`config.mk`:
```
export PLATFORM = sky130hd
export DESIGN_NAME = base64_stream_encoder_unit
export DESIGN_NICKNAME = d
export VERILOG_FILES = /design/src/rtl/core/b64enc_pkg.sv /design/src/rtl/core/b64enc_front.sv /design/src/rtl/core/b64enc_fifo.sv /design/src/rtl/core/b64enc_back.sv /design/src/rtl/core/base64_stream_encoder_unit.sv
export SDC_FILE = /design/constraint.sdc
export NUM_CORES = 1
export LEC_CHECK = 0
export ABC_AREA = 1
export BUFFER_PORTS_ARGS = -buffer_cell sky130_fd_sc_hd__buf_4
export CAP_MARGIN = 40
export CORE_MARGIN = 1.5
export CORE_UTILIZATION = 45
export CTS_CLUSTER_SIZE = 28
export DETAILED_ROUTE_END_ITERATION = 6
export GPL_ROUTABILITY_DRIVEN = 0
export PLACE_DENSITY = 0.64
export SYNTH_ARGS = -nofsm -noshare
export SYNTH_HDL_FRONTEND = slang
export SYNTH_SLANG_ARGS = --single-unit
```
`constraint.sdc`:
```
create_clock -name clk_i -period 2.6 [get_ports clk_i]
set_input_delay 0.52 -clock clk_i [delete_from_list [all_inputs] [get_ports clk_i]]
set_output_delay 0.52 -clock clk_i [all_outputs]
set_load 0.05 [all_outputs]
```
`src/rtl/core/b64enc_pkg.sv`:
```
package b64enc_pkg;

  // ASCII code of the '=' padding character.
  localparam logic [6:0] PadChar = 7'd61;

  // Number of entries in the group queue between front and back.
  localparam int unsigned QueueDepth = 2;
  localparam int unsigned QueueAw    = $clog2(QueueDepth);

  // One group of up to three bytes, left aligned, with its padding count.
  typedef struct packed {
    logic [23:0] data;
    logic [1:0]  pad_cnt;
    logic        fin;
  } job_t;

  // Map a 6-bit group onto the standard alphabet.
  function automatic logic [6:0] sym(input logic [5:0] v);
    logic [6:0] r;
    if (v < 6'd26) begin
      r = 7'd65 + {1'b0, v};
    end else if (v < 6'd52) begin
      r = 7'd71 + {1'b0, v};
    end else if (v < 6'd62) begin
      r = {1'b0, v} - 7'd4;
    end else if (v == 6'd62) begin
      r = 7'd43;
    end else begin
      r = 7'd47;
    end
    return r;
  endfunction

endpackage

```
`src/rtl/core/b64enc_front.sv`:
```
module b64enc_front (
  input  logic              clk_i,
  input  logic              rst_ni,
  input  logic              in_valid_i,
  output logic              in_ready_o,
  input  logic [7:0]        data_byte_i,
  input  logic              final_byte_i,
  output logic              push_o,
  output b64enc_pkg::job_t  job_o,
  input  logic              push_ready_i
);

  logic [15:0] pend_q, pend_d;
  logic [1:0]  cnt_q, cnt_d;
  logic        closes;
  logic        accept;

  // A word closes a group when it is the third byte or the final one.
  assign closes     = final_byte_i || (cnt_q >= 2'd2);
  assign in_ready_o = !closes || push_ready_i;
  assign accept     = in_valid_i && in_ready_o;
  assign push_o     = accept && closes;

  // Build the left-aligned group and its padding count.
  always_comb begin
    job_o.fin = final_byte_i;
    if (cnt_q >= 2'd2) begin
      job_o.data    = {pend_q, data_byte_i};
      job_o.pad_cnt = 2'd0;
    end else if (cnt_q == 2'd1) begin
      job_o.data    = {pend_q[7:0], data_byte_i, 8'd0};
      job_o.pad_cnt = 2'd1;
    end else begin
      job_o.data    = {data_byte_i, 16'd0};
      job_o.pad_cnt = 2'd2;
    end
  end

  // Pending bytes collect until a group closes.
  always_comb begin
    pend_d = pend_q;
    cnt_d  = cnt_q;
    if (accept) begin
      if (closes) begin
        pend_d = '0;
        cnt_d  = '0;
      end else begin
        pend_d = {pend_q[7:0], data_byte_i};
        cnt_d  = cnt_q + 2'd1;
      end
    end
  end

  always_ff @(posedge clk_i or negedge rst_ni) begin
    if (!rst_ni) begin
      pend_q <= '0;
      cnt_q  <= '0;
    end else begin
      pend_q <= pend_d;
      cnt_q  <= cnt_d;
    end
  end

endmodule

```
`src/rtl/core/b64enc_fifo.sv`:
```
module b64enc_fifo (
  input  logic              clk_i,
  input  logic              rst_ni,
  input  logic              push_i,
  input  b64enc_pkg::job_t  push_job_i,
  output logic              push_ready_o,
  input  logic              pop_i,
  output b64enc_pkg::job_t  pop_job_o,
  output logic              pop_valid_o
);

  localparam int unsigned Aw = b64enc_pkg::QueueAw;

  b64enc_pkg::job_t        mem_q [b64enc_pkg::QueueDepth];
  logic [Aw-1:0]           wr_q, wr_d, rd_q, rd_d;
  logic [Aw:0]             cnt_q, cnt_d;
  logic                    do_push, do_pop;

  assign push_ready_o = cnt_q < (Aw+1)'(b64enc_pkg::QueueDepth);
  assign pop_valid_o  = cnt_q != '0;
  assign pop_job_o    = mem_q[rd_q];
  assign do_push      = push_i && push_ready_o;
  assign do_pop       = pop_i && pop_valid_o;

  // Pointer and fill count update.
  always_comb begin
    wr_d  = wr_q;
    rd_d  = rd_q;
    cnt_d = cnt_q;
    if (do_push) begin
      wr_d = (wr_q == Aw'(b64enc_pkg::QueueDepth - 1)) ? '0 : wr_q + Aw'(1);
    end
    if (do_pop) begin
      rd_d = (rd_q == Aw'(b64enc_pkg::QueueDepth - 1)) ? '0 : rd_q + Aw'(1);
    end
    if (do_push && !do_pop) begin
      cnt_d = cnt_q + (Aw+1)'(1);
    end else if (do_pop && !do_push) begin
      cnt_d = cnt_q - (Aw+1)'(1);
    end
  end

  always_ff @(posedge clk_i or negedge rst_ni) begin
    if (!rst_ni) begin
      wr_q  <= '0;
      rd_q  <= '0;
      cnt_q <= '0;
    end else begin
      wr_q  <= wr_d;
      rd_q  <= rd_d;
      cnt_q <= cnt_d;
    end
  end

  // Queue storage holds payload only.
  always_ff @(posedge clk_i) begin
    if (do_push) begin
      mem_q[wr_q] <= push_job_i;
    end
  end

endmodule

```
`src/rtl/core/b64enc_back.sv`:
```
module b64enc_back (
  input  logic              clk_i,
  input  logic              rst_ni,
  input  logic              job_valid_i,
  input  b64enc_pkg::job_t  job_i,
  output logic              pop_o,
  output logic              out_valid_o,
  input  logic              out_ready_i,
  output logic [6:0]        out_char_o,
  output logic              last_char_o
);

  logic [1:0] idx_q, idx_d;
  logic       vld_q, vld_d;
  logic [6:0] char_q, char_d;
  logic       last_q, last_d;
  logic       load;
  logic       step;
  logic [5:0] grp;
  logic       is_pad;

  // The output register takes a new word when it is empty or being drained.
  assign load = !vld_q || out_ready_i;
  assign step = load && job_valid_i;
  assign pop_o = step && (idx_q == 2'd3);

  // Select the current 6-bit group, or padding for the tail positions.
  always_comb begin
    case (idx_q)
      2'd0:    grp = job_i.data[23:18];
      2'd1:    grp = job_i.data[17:12];
      2'd2:    grp = job_i.data[11:6];
      default: grp = job_i.data[5:0];
    endcase
  end
  assign is_pad = ({1'b0, idx_q} + {1'b0, job_i.pad_cnt}) >= 3'd4;

  always_comb begin
    idx_d  = idx_q;
    vld_d  = vld_q;
    char_d = char_q;
    last_d = last_q;
    if (load) begin
      vld_d = job_valid_i;
      if (job_valid_i) begin
        char_d = is_pad ? b64enc_pkg::PadChar : b64enc_pkg::sym(grp);
        last_d = job_i.fin && (idx_q == 2'd3);
        idx_d  = idx_q + 2'd1;
      end
    end
  end

  always_ff @(posedge clk_i or negedge rst_ni) begin
    if (!rst_ni) begin
      idx_q <= '0;
      vld_q <= 1'b0;
    end else begin
      idx_q <= idx_d;
      vld_q <= vld_d;
    end
  end

  always_ff @(posedge clk_i) begin
    char_q <= char_d;
    last_q <= last_d;
  end

  assign out_valid_o = vld_q;
  assign out_char_o  = char_q;
  assign last_char_o = last_q;

endmodule

```
`src/rtl/core/base64_stream_encoder_unit.sv`:
```
// A group is held in the queue, and each character is registered at the output.
// Throughput: one character per cycle from the back end while out_ready_i is high and a
// group is queued; a group of three bytes gives four characters.
// A two-entry group queue lets the front take bytes while the back drains characters.
// Reset (rst_ni, asynchronous, active low) clears pending bytes, the queue and the output.
module base64_stream_encoder_unit (
  input  logic       clk_i,
  input  logic       rst_ni,
  input  logic       in_valid_i,
  output logic       in_ready_o,
  input  logic [7:0] data_byte_i,
  input  logic       final_byte_i,
  output logic       out_valid_o,
  input  logic       out_ready_i,
  output logic [6:0] out_char_o,
  output logic       last_char_o
);

  logic             push;
  logic             push_ready;
  logic             pop;
  logic             pop_valid;
  b64enc_pkg::job_t push_job;
  b64enc_pkg::job_t pop_job;

  // Front end collects bytes into groups.
  b64enc_front u_front (
    .clk_i        (clk_i),
    .rst_ni       (rst_ni),
    .in_valid_i   (in_valid_i),
    .in_ready_o   (in_ready_o),
    .data_byte_i  (data_byte_i),
    .final_byte_i (final_byte_i),
    .push_o       (push),
    .job_o        (push_job),
    .push_ready_i (push_ready)
  );

  // Group queue between the two halves.
  b64enc_fifo u_fifo (
    .clk_i        (clk_i),
    .rst_ni       (rst_ni),
    .push_i       (push),
    .push_job_i   (push_job),
    .push_ready_o (push_ready),
    .pop_i        (pop),
    .pop_job_o    (pop_job),
    .pop_valid_o  (pop_valid)
  );

  // Back end emits four characters per group.
  b64enc_back u_back (
    .clk_i       (clk_i),
    .rst_ni      (rst_ni),
    .job_valid_i (pop_valid),
    .job_i       (pop_job),
    .pop_o       (pop),
    .out_valid_o (out_valid_o),
    .out_ready_i (out_ready_i),
    .out_char_o  (out_char_o),
    .last_char_o (last_char_o)
  );

endmodule
```
==> flow_summary.yaml <==
grt:
  grt_pass1_vias: 2956
  grt_max_degree: 33
  grt_pass1_wl_mm: 14.3
  grt_overflow: 0
  antenna_found_initial: 0
  grt_util_all_layers_pct: 18.0
critical_path:
  arrival_ns: 2.49
  cp_data_required_time_ns: 2.71
  startpoint_type: "flop"
  path_cells: "buf_4 -> ha_1 -> buf_4 -> o211ai_1 -> nand2_2 -> ha_1 -> nand3b_4 -> inv_4 -> nand3_1 -> nand3_1 -> nand2_1"
  reg2reg_from: "u_back.idx_q[0]"
  critical-path-max-stage-delay_ns: 0.45
  worst_r2r_endpoint: "u_back.out_char_o[2]"
  crit_fanout: 7
  worst_setup_path_end_kind: "flop"
  path_class: "flop to flop"
  critPathLaunch: "u_back.idx_q[0]"
  cp_slowest_cell: "dfrtp_1"
  ff2ff_path_depth: 11
  reg2reg_slack_ns: 0.22
clock_tree:
  cts_htree_levels: 3
  cts_num_sinks: 87
  numCtsBuffers: 9
  cts_setup_buffers: 0
  cts_tree: "built"
  cts.path.max_buffers: 2
  root_buffer: "clkbuf_8"
  clkTransAtPathRegs_ns: 0.09
  clk_latency_ns: 0.35
synth:
  syn_inst: 439
  synthMuxAreaShare_pct: 0
  synth_top_area_share_pct: 41.6
  yosysMostFrequentCell: "nand2_1"
  synth.area.top_cells: "edfxtp_1 42%, dfrtp_1 14%, nand2_1 7.1%"
  ys_seq_elements: 87
  ys.flop_type: "edfxtp_1"
  synth_top_family_by_area: "simple AND/OR/NAND/NOR gates"
  synth_seq_area_share_pct: 55.6
  ys_warn_count: 0
  synth_compound_area_share_pct: 11.1
  synth_nets: 468
  synthSimpleGateAreaFrac_pct: 20.2
  synth.distinct_cells: 39
  syn-cell-area_sq_um: 4470
  syn_avg_cell_area_sq_um: 10.2
  synth_common_cells: "84 x nand2_1, 62 x edfxtp_1, 50 x inv_1"
  synth_xor_area_share_pct: 1.18
  async_flop_share_pct: 28.7
  synth_edf_count: 62
  yosysTopAreaCell: "edfxtp_1"
  synthAdderAreaFrac_pct: 4.48
die:
  start_util_pct: 46.2
  die_width_um: 103
  num_rows: 36
  ios: 23
  dieArea_sq_um: 10500
  core_sq_um: 9680
  die_h_um: 103
routing:
  postRouteAntennaNets: 0
  drc_errors: 0
  first_pass_iters: 4
  drt-total-wl_mm: 8.65
  vias: 3092
  first_iter_violations: 154
  vias_per_cell: 5.09
  routedWlPerCell_um: 14.2
timing:
  skew_ns: 0.0113
  setup_viol: 0
  setup_tns_ns: 0
  maxSlewHeadroom_pct: 62.9
  slew_viol_final: 0
  hold_violations: 0
  fin_crit_sh_pct: 91.3
  rsz0062_at_grt: "no"
  fin_crit_ns: 2.38
  tightest_slew_ns: 0.555
  fmaxAchievable_ghz: 0.421
worst_hold_path:
  hp-class: "primary input to async pin"
outcome:
  outcome: "complete, no violations"
cells_and_area:
  diodes: 0
  nets: 499
  layout-drive-gt1-share_pct: 22.7
  syn_to_final_growth_pct: 13.4
flow_run:
  maxCapViolCount: 0
placement:
  hpwlAfterDp_mm: 6.26
  io_buffers: 22
-- registers in the layout (all words and copies together), names as in the netlist --
register / cells
u_fifo.mem_q: 54
u_front.pend_q: 16
u_back.out_char_o: 7
u_back.idx_q: 2
u_fifo.cnt_q: 2
u_front.cnt_q: 2
u_back.last_char_o: 1
u_back.out_valid_o: 1
u_fifo.rd_q: 1
u_fifo.wr_q: 1
-- placed cells by master (no fill, tap or decap), types with 3 or more instances in the layout --
master,count
ha_1,13
buf_4,33
nand4_1,5
o21ai_2,3
nand3_2,5
o22ai_1,16
nor2_4,3
nand2_4,5
a21oi_1,27
nand3_1,31
nand2_1,84
nor2_2,3
inv_2,6
clkbuf_8,9
inv_1,48
edfxtp_1,62
xor2_1,4
a21oi_2,3
ha_4,3
nor2_1,18
dfrtp_1,24
nand2_2,16
o21ai_0,22
o211ai_1,3
-- cells by family (layout without fill, tap and decap cells) --
group / Yosys count / after routing
fa+ha+maj: 16 / 16
buf+inv: 72 / 108
flops: 87 / 87
simple gates: 178 / 178
compound gates: 80 / 80
xor+xnor: 6 / 6
-- worst max-delay path by stage --
stage,to,slack [ns]
4_1_cts,u_back.out_char_o[4],0.14
6_report,u_back.out_char_o[2],0.22
3_3_place_gp,u_back.out_char_o[3],0.19
3_5_place_dp,u_back.out_char_o[4],0.14
2_1_floorplan,u_fifo.mem_q[1][0],0.13
5_1_grt,u_back.out_char_o[4],0.009
-- timing repair --
action,4_1_cts,5_1_grt
hold buffers,0,0
endpoints found under the setup margin,0,6
resized for setup,0,10
-- critical path: cells and delay by family (launching register included) --
family / cells / cell delay [ns]
compound gates: 1 / 0.12
buf+inv: 3 / 0.50
fa+ha+maj: 2 / 0.50
flops: 1 / 0.45
simple gates: 5 / 0.57
-- per-layer routing --
| metal | global-route usage [%] | wire length [um] | vias to the layer above | share of wire, % |
|---|---|---|---|---|
| met5 | 0 | 0 | - | 0 |
| met4 | 6.95 | 155 | 0 | 1.8 |
| met3 | 3.39 | 301 | 13 | 3.5 |
| met2 | 30.0 | 4200 | 65 | 49 |
| met1 | 23.5 | 3990 | 1470 | 46 |
| li1 | - | - | 1544 | - |
-- area by class of cell --
class | instances | area (sq um)
Clock buffer | 9 | 124
Clock inverter | 7 | 76.3
Fill cell | 871 | 4610
Inverter | 57 | 219
Multi-Input combinational cell | 280 | 1710
Sequential cell | 87 | 2490
Tap cell | 133 | 166
Timing Repair Buffer | 35 | 288
-- metrics by stage --
| stage | hold slack [ns] | area, sq um | utilization (%) | std cells | setup slack, ns |
|---|---|---|---|---|---|
| after floorplan | 0.224 | 4490 | - | 439 | 0.129 |
| after global placement | 0.442 | 4830 | 49.9 | 592 | 0.194 |
| after detailed placement | 0.447 | 4830 | 49.9 | 592 | 0.139 |
| after CTS | 0.0541 | 5030 | 52.0 | 608 | 0.135 |
| after global routing | 0.0630 | 5070 | 52.4 | 608 | 0.00923 |
| final | 0.0546 | 5070 | 52.4 | 608 | 0.225 |
Power is not shown: default switching activity piles up to over one toggle a cycle in this logic, so the estimate is an artifact.
